### src/rtl/dps_pkg.sv
// package: types, coefficient table and arithmetic helpers for the ode step block
`default_nettype none
package dps_pkg;
  localparam int unsigned MaxSteps = 1024;
  localparam int unsigned FracBits = 20;
  localparam int unsigned CoefBits = 28;
  localparam int unsigned CntW = 11;
  localparam int unsigned DataW = 32;

  localparam logic [1:0] RegXStart = 2'd0;
  localparam logic [1:0] RegYStart = 2'd1;
  localparam logic [1:0] RegStep = 2'd2;
  localparam logic [1:0] RegCount = 2'd3;

  // tableau entries with 28 fraction bits, rounded half away from zero
  localparam longint CqScale = 64'sd536870912;
  localparam longint CN0 = (1 * CqScale + 5) / (2 * 5);
  localparam longint CN1 = (3 * CqScale + 10) / (2 * 10);
  localparam longint CN2 = (4 * CqScale + 5) / (2 * 5);
  localparam longint CN3 = (8 * CqScale + 9) / (2 * 9);
  localparam longint COne = (1 * CqScale + 1) / (2 * 1);
  localparam longint CA10 = (3 * CqScale + 40) / (2 * 40);
  localparam longint CA11 = (9 * CqScale + 40) / (2 * 40);
  localparam longint CA20 = (44 * CqScale + 45) / (2 * 45);
  localparam longint CA21 = (-56 * CqScale - 15) / (2 * 15);
  localparam longint CA22 = (32 * CqScale + 9) / (2 * 9);
  localparam longint CA30 = (19372 * CqScale + 6561) / (2 * 6561);
  localparam longint CA31 = (-25360 * CqScale - 2187) / (2 * 2187);
  localparam longint CA32 = (64448 * CqScale + 6561) / (2 * 6561);
  localparam longint CA33 = (-212 * CqScale - 729) / (2 * 729);
  localparam longint CA40 = (9017 * CqScale + 3168) / (2 * 3168);
  localparam longint CA41 = (-355 * CqScale - 33) / (2 * 33);
  localparam longint CA42 = (46732 * CqScale + 5247) / (2 * 5247);
  localparam longint CA43 = (49 * CqScale + 176) / (2 * 176);
  localparam longint CA44 = (-5103 * CqScale - 18656) / (2 * 18656);
  localparam longint CA50 = (35 * CqScale + 384) / (2 * 384);
  localparam longint CA52 = (500 * CqScale + 1113) / (2 * 1113);
  localparam longint CA53 = (125 * CqScale + 192) / (2 * 192);
  localparam longint CA54 = (-2187 * CqScale - 6784) / (2 * 6784);
  localparam longint CA55 = (11 * CqScale + 84) / (2 * 84);
  localparam longint CE0 = (71 * CqScale + 57600) / (2 * 57600);
  localparam longint CE2 = (-71 * CqScale - 16695) / (2 * 16695);
  localparam longint CE3 = (71 * CqScale + 1920) / (2 * 1920);
  localparam longint CE4 = (-17253 * CqScale - 339200) / (2 * 339200);
  localparam longint CE5 = (22 * CqScale + 525) / (2 * 525);
  localparam longint CE6 = (-1 * CqScale - 40) / (2 * 40);

  // multiplier operand select
  typedef enum logic [1:0] {
    OP_COEF = 2'd0,
    OP_XX = 2'd1,
    OP_HF = 2'd2,
    OP_IDX = 2'd3
  } op_e;

  typedef enum logic [3:0] {
    S_IDLE, S_XSTART, S_XN, S_XX, S_HF, S_KST, S_AC, S_AY, S_EC, S_EO, S_OUT
  } state_e;

  typedef struct packed {
    logic       load_start;
    logic       x_base;
    logic       x_node;
    logic       mul_xx;
    logic       mul_hf;
    logic       k_store;
    logic       acc_clear;
    logic       acc_coef;
    logic       y_stage;
    logic       err_clear;
    logic       err_coef;
    logic       commit;
    logic       out_load;
    logic       reject;
    logic [2:0] stage;
    logic [2:0] tap;
  } cmd_t;

  function automatic logic signed [31:0] sat32(input logic signed [79:0] v);
    if (v > 80'sd2147483647) return 32'sh7fffffff;
    if (v < -80'sd2147483648) return 32'sh80000000;
    return v[31:0];
  endfunction

  function automatic logic signed [79:0] rshift(input logic signed [79:0] p,
                                               input int unsigned s);
    logic signed [79:0] half;
    logic signed [79:0] mag;
    half = 80'sd1 <<< (s - 1);
    if (p >= 0) return (p + half) >>> s;
    mag = (-p + half) >>> s;
    return -mag;
  endfunction

  // a(stage,tap) for stages 0..5, node c(stage) when tap==7, e(tap) when stage==7
  function automatic logic signed [33:0] coef(input logic [2:0] s, input logic [2:0] j);
    longint c;
    c = 0;
    unique case ({s, j})
      {3'd0, 3'd7}: c = CN0;
      {3'd1, 3'd7}: c = CN1;
      {3'd2, 3'd7}: c = CN2;
      {3'd3, 3'd7}: c = CN3;
      {3'd4, 3'd7}: c = COne;
      {3'd5, 3'd7}: c = COne;
      {3'd0, 3'd0}: c = CN0;
      {3'd1, 3'd0}: c = CA10;
      {3'd1, 3'd1}: c = CA11;
      {3'd2, 3'd0}: c = CA20;
      {3'd2, 3'd1}: c = CA21;
      {3'd2, 3'd2}: c = CA22;
      {3'd3, 3'd0}: c = CA30;
      {3'd3, 3'd1}: c = CA31;
      {3'd3, 3'd2}: c = CA32;
      {3'd3, 3'd3}: c = CA33;
      {3'd4, 3'd0}: c = CA40;
      {3'd4, 3'd1}: c = CA41;
      {3'd4, 3'd2}: c = CA42;
      {3'd4, 3'd3}: c = CA43;
      {3'd4, 3'd4}: c = CA44;
      {3'd5, 3'd0}: c = CA50;
      {3'd5, 3'd2}: c = CA52;
      {3'd5, 3'd3}: c = CA53;
      {3'd5, 3'd4}: c = CA54;
      {3'd5, 3'd5}: c = CA55;
      {3'd7, 3'd0}: c = CE0;
      {3'd7, 3'd2}: c = CE2;
      {3'd7, 3'd3}: c = CE3;
      {3'd7, 3'd4}: c = CE4;
      {3'd7, 3'd5}: c = CE5;
      {3'd7, 3'd6}: c = CE6;
      default: c = 0;
    endcase
    return 34'(c);
  endfunction
endpackage
`default_nettype wire

### src/rtl/dps_ctrl.sv
// controller: sequences the stages, taps and result of one step
`default_nettype none
module dps_ctrl (
  input  wire logic          clk_i,
  input  wire logic          rst_ni,
  input  wire logic          start_i,
  input  wire logic          restart_i,
  input  wire logic          done_i,
  input  wire logic          out_free_i,
  output dps_pkg::cmd_t      cmd_o,
  output logic               busy_o
);
  dps_pkg::state_e state_q, state_d;
  logic [2:0] stage_q, stage_d, tap_q, tap_d;

  always_ff @(posedge clk_i or negedge rst_ni) begin
    if (!rst_ni) begin
      state_q <= dps_pkg::S_IDLE;
      stage_q <= '0;
      tap_q <= '0;
    end else begin
      state_q <= state_d;
      stage_q <= stage_d;
      tap_q <= tap_d;
    end
  end

  always_comb begin
    state_d = state_q;
    stage_d = stage_q;
    tap_d = tap_q;
    unique case (state_q)
      dps_pkg::S_IDLE: begin
        if (start_i) begin
          if (restart_i || done_i) state_d = dps_pkg::S_OUT;
          else state_d = dps_pkg::S_XSTART;
          stage_d = 3'd6;
        end
      end
      dps_pkg::S_XSTART: state_d = dps_pkg::S_XX;
      dps_pkg::S_XN: state_d = dps_pkg::S_XX;
      dps_pkg::S_XX: state_d = dps_pkg::S_HF;
      dps_pkg::S_HF: state_d = dps_pkg::S_KST;
      dps_pkg::S_KST: begin
        if (stage_q == 3'd5) begin
          state_d = dps_pkg::S_EC;
          tap_d = '0;
        end else begin
          stage_d = (stage_q == 3'd6) ? 3'd0 : stage_q + 3'd1;
          tap_d = '0;
          state_d = dps_pkg::S_AC;
        end
      end
      dps_pkg::S_AC: begin
        if (tap_q == stage_q) state_d = dps_pkg::S_AY;
        else tap_d = tap_q + 3'd1;
      end
      dps_pkg::S_AY: state_d = dps_pkg::S_XN;
      dps_pkg::S_EC: begin
        if (tap_q == 3'd6) state_d = dps_pkg::S_EO;
        else tap_d = tap_q + 3'd1;
      end
      dps_pkg::S_EO: state_d = dps_pkg::S_OUT;
      dps_pkg::S_OUT: if (out_free_i) state_d = dps_pkg::S_IDLE;
      default: state_d = dps_pkg::S_IDLE;
    endcase
  end

  always_comb begin
    cmd_o = '0;
    cmd_o.stage = stage_q;
    cmd_o.tap = tap_q;
    busy_o = (state_q != dps_pkg::S_IDLE);
    unique case (state_q)
      dps_pkg::S_IDLE: begin
        cmd_o.load_start = start_i && restart_i;
        cmd_o.reject = start_i && !restart_i && done_i;
        cmd_o.x_base = start_i;
        cmd_o.acc_clear = start_i;
        cmd_o.err_clear = start_i;
      end
      dps_pkg::S_XSTART: ;
      dps_pkg::S_XN: cmd_o.x_node = 1'b1;
      dps_pkg::S_XX: cmd_o.mul_xx = 1'b1;
      dps_pkg::S_HF: cmd_o.mul_hf = 1'b1;
      dps_pkg::S_KST: begin
        cmd_o.k_store = 1'b1;
        cmd_o.acc_clear = 1'b1;
      end
      dps_pkg::S_AC: cmd_o.acc_coef = 1'b1;
      dps_pkg::S_AY: cmd_o.y_stage = 1'b1;
      dps_pkg::S_EC: cmd_o.err_coef = 1'b1;
      dps_pkg::S_EO: cmd_o.commit = 1'b1;
      dps_pkg::S_OUT: cmd_o.out_load = out_free_i;
      default: ;
    endcase
  end
endmodule
`default_nettype wire

### config.mk
export PLATFORM = sky130hd
export DESIGN_NAME = dps_ctrl
export DESIGN_NICKNAME = d
export VERILOG_FILES = /design/src/rtl/dps_pkg.sv /design/src/rtl/dps_ctrl.sv
export SDC_FILE = /design/constraint.sdc
export NUM_CORES = 1
export LEC_CHECK = 0
export BUFFER_PORTS_ARGS = -buffer_cell sky130_fd_sc_hd__buf_2
export CORE_MARGIN = 3
export CORE_UTILIZATION = 54
export CTS_BUF_LIST = sky130_fd_sc_hd__clkbuf_4 sky130_fd_sc_hd__clkbuf_8
export DETAILED_ROUTE_END_ITERATION = 10
export PLACE_DENSITY = 0.93
export SLEW_MARGIN = 0
export SYNTH_ARGS = -nofsm -noshare
export SYNTH_HDL_FRONTEND = slang
export SYNTH_SLANG_ARGS = --single-unit
### constraint.sdc
create_clock -name clk_i -period 2.95 [get_ports clk_i]
set_clock_uncertainty 0.15 [all_clocks]
set_input_delay 0.4425 -clock clk_i [delete_from_list [all_inputs] [get_ports clk_i]]
set_output_delay 0.4425 -clock clk_i [all_outputs]
set_load 0.005 [all_outputs]
# Word level (Yosys, flattened, before mapping)
# Cells that the tools add are included.
[op_classes] n_addsub=2 n_eq_ne=21 mux=27 n_reduce_logical=13
[ops] operator="$pmux W4 S10" n=1
[ops] operator="$mux W4" n=6
[ops] operator="$eq A4 B3 Y1 const B" n=4
[ops] operator="$mux W3" n=5
[ops] operator="$ne A2 B2 Y1 const B" n=7
[ops] operator="$eq A4 B4 Y1 const B" n=3
[ops] operator="$mux W1" n=11
[ops] operator="$eq A3 B3 Y1 const B" n=3
[ops] operator="$pmux W3 S3" n=1
[ops] operator="$eq A4 B2 Y1 const B" n=2
[ops] operator="$add A3 B1 Y3 const B" n=2
[ops] operator="$pmux W3 S2" n=1
[ops] operator="$reduce_and A3 Y1" n=2
[ops] operator="$eq A4 B1 Y1 const B" n=1
[ops] operator="$logic_not A4 Y1" n=1
[ops] operator="$reduce_and A4 Y1" n=1
[ops] operator="$reduce_bool A4 Y1" n=1
[ops] operator="$eq A3 B3 Y1" n=1
[ops] operator="$logic_and A1 B1 Y1" n=3
[ops] operator="$reduce_bool A3 Y1" n=1
[ops] operator="$mux W2" n=1
[ops] operator="$pmux W1 S2" n=1
[ops] operator="$reduce_bool A2 Y1" n=1
[ops] operator="$reduce_or A2 Y1" n=1
[ops] operator="2 further kinds" n=2
[totals] regBits=10 input_bits=6 out_inout_bits=21 wordCells=66

# Logic depth before layout (Yosys ltp)
[depth] depth_word=4 ltp_mapped=6

# Worst setup path before layout
# Ideal clock, no wire load.
[synth_timing] kind="flip-flop to output port" start="reg state_q[3]" end="out cmd_o[6] (netlist name)" t_arrival_ps=1417 required_time_ps=2358 path_slack_ps=940 path_stages_with_launch=5 path_buffers=1 cell_sequence="dfrtp_1 -> clkbuf_1 -> nor4_1 -> nand2_1 -> nor3b_1"
[synth_lines] item="start, declared" line="dps_ctrl.sv:13" text="dps_pkg::state_e state_q, state_d;"
[synth_lines] item="start signal, assigned" line="dps_ctrl.sv:18" text="state_q <= dps_pkg::S_IDLE;"
[synth_lines] item="start signal, assigned" line="dps_ctrl.sv:22" text="state_q <= state_d;"
[synth_lines] item="end, declared" line="dps_ctrl.sv:10" text="output dps_pkg::cmd_t cmd_o,"

==> flow_summary.toml <==
[synthesis]
avgSynthCellArea_um2 = 8.42
ys_types = 42
yosysWarnings = 0
netlist_area_um2 = 774
synth-seq-cells = 10
synth-async-reset-ratio = 1.00
synth_cells = 92
seq_area_frac_synth = 0.323
synth_edf_count = 0
ys.flop_type = "dfrtp_1"
syn-num-nets = 100

[global_routing]
grt_pass1_vias = 635
track_usage = 0.204
grt_overflow = 0
antenna_found_initial = 0
grt_pass1_wl_um = 2880
grt_start_max_net_pins = 20

[sta]
report.final.slew_viol_count = 0
fin_tns_setup_ns = 0
hold_violations = 0
period_minus_slack_ns = 2.49
relSlewSlack = 0.513
fmax_mhz = 401
finalSetupViolations = 0
fin_crit_sh = 0.846
grt_setup_unrepaired = "false"
tightest_slew_ns = 0.721

[die]
die-width_um = 43.9
start_util = 0.588
chipHeight_um = 43.9
coreArea_mm2 = 0.00132
fp.dieArea_mm2 = 0.00192
num_rows = 13
pin_count = 27

[setup_path]
reg2reg_slack_ns = 0.89
arrival_ns = 1.90
end_kind = "output port"
crit_required_ns = 2.36
path_max_fanout = 15
crit_path_start = "state_q[2]"
reg2regPathDepth = 6
worstSetupPathType = "reg2out"
r2r_end = "stage_q[2]"
critPathCapture = "cmd_o[6]"
regToRegStartpoint = "state_q[3]"
critPathLaunchType = "register"

[place]
place.gp.congestion = 0.860
place_hpwl_um = 1380
io_buffers = 26

[detailed_routing]
via_per_inst = 6.08
firstDrtPassIters = 4
wl_per_cell_um = 14.2
drt_iter0_drc = 17
drc = 0
wl_um = 1840
ant_nets = 0
via_count = 791

[power]
p_leak_nw = 0.456
peakVddDrop_mv = 0.482
fin_total_pwr_mw = 1.00
p_per_area_mw_per_mm2 = 1090

[clock_tree]
htree_levels = 1
cts.sinks = 10
cts_tree = "yes"
worstSkewPairLatency_ns = 0.27
cts_resized = 0
clkTransAtPathRegs_ns = 0.07
cts_root_buf = "clkbuf_4"
cts_buffer_depth = 2
ctsHoldBuffers = 1
cts_buffers = 3
post_cts_buffers = 0

[run]
drv_cap = 0

[layout]
area_growth_pct = 18.4
antenna_cells = 0
drive_above_1_share = 0.304
final_nets = 125
fillers = 117

[status]
status = "complete, no violations"

[min_path]
hold_path.class = "in2reg"
## placed cells by master (no fill, tap or decap), types with 2 or more instances in the layout
cell and n:
nand2_1 8, mux2_2 2, nor3b_1 2, buf_2 26, nor4bb_1 2, nand3_1 2, o31ai_1 2, xor2_1 3
dfrtp_1 10, nand3b_1 2, a21oi_1 5, clkbuf_4 3, o21ai_1 2, inv_1 5, nor3_1 5, o21ai_0 5
ha_1 2, nand2b_1 2, nor2_1 5
## power by group
part | leakage (nW) | switching, mW | internal (mW) | total [mW]
Sequential | 0.121 | 0.169 | 0.204 | 0.373
Clock | 0.0138 | 0.0473 | 0.0472 | 0.0945
Combinational | 0.321 | 0.260 | 0.273 | 0.533
Total | 0.456 | 0.477 | 0.524 | 1.00
## layout make-up
cell class              instances  area, µm²  share of cell area
well taps                      15       18.8              0.0205
repair buffers                 27        140               0.153
inverters                       6       23.8              0.0259
clock buffers                   3       22.5              0.0246
flip-flops and latches         10        250               0.273
multi-input cells              69        462               0.503
## critical path: stages, from the launching register on
cell     delay, ns
dfrtp_1       0.53
nor4_1        0.57
nand2_1       0.21
nor3b_1       0.20
buf_2         0.14
## synthesized netlist by cell type, types with 2 or more instances
cell,instances,area (µm²)
o21ai_0,5,25.0
nor3b_1,2,15.0
nor2_1,5,18.8
dfrtp_1,10,250
nor3_1,5,25.0
ha_1,2,25.0
xor2_1,3,26.3
mux2_2,2,22.5
inv_1,5,18.8
o21ai_1,2,10.0
nand3_1,2,10.0
nand2_1,8,30.0
a21oi_1,5,25.0
nand3b_1,2,15.0
clkbuf_1,4,15.0
nor4bb_1,2,20.0
o31ai_1,2,15.0
nand2b_1,2,12.5
## metrics by stage
stage                     instances  utilization  hold WS (ns)  setup WS, ns  area [µm²]
after floorplan                  92            -      -0.00309         0.940         774
after global placement          126        0.671         0.170         0.852         885
after detailed placement        126        0.671         0.171         0.732         885
after CTS                       130        0.696         0.347         0.431         917
after global routing            130        0.696         0.386         0.241         917
final                           130        0.696         0.348         0.455         917
## kinds of logic (layout without fill, tap and decap cells)
group | after synthesis | in the layout | synth area share
simple gates | 40 | 40 | 0.317
xor+xnor | 3 | 3 | 0.0339
compound gates | 22 | 22 | 0.184
flops | 10 | 10 | 0.323
fa+ha+maj | 2 | 2 | 0.0323
mux | 2 | 2 | 0.0291
buf+inv | 13 | 36 | 0.0808
## how the worst min path moves through the flow
stage	start	to	slack (ns)	depth (start not counted)
3_3_place_gp	rst_ni	tap_q[2]	0.17	1
5_1_grt	start_i	stage_q[2]	0.39	3
6_report	start_i	stage_q[2]	0.35	3
2_1_floorplan	rst_ni	stage_q[0]	-0.003	0
3_5_place_dp	rst_ni	stage_q[0]	0.17	1
4_1_cts	start_i	stage_q[2]	0.35	3
## sequential cells by signal (all words and copies together) (netlist names)
| register | flops |
|---|---|
| stage_q | 3 |
| state_q | 4 |
| tap_q | 3 |
## per-layer routing
layer	vias up	global-route usage	routed length (µm)
met2	33	0.302	816
met5	-	0	0
met1	368	0.274	844
met4	0	0.108	38
li1	385	-	-
met3	5	0.0456	143
(Power assumes the default switching activity.)
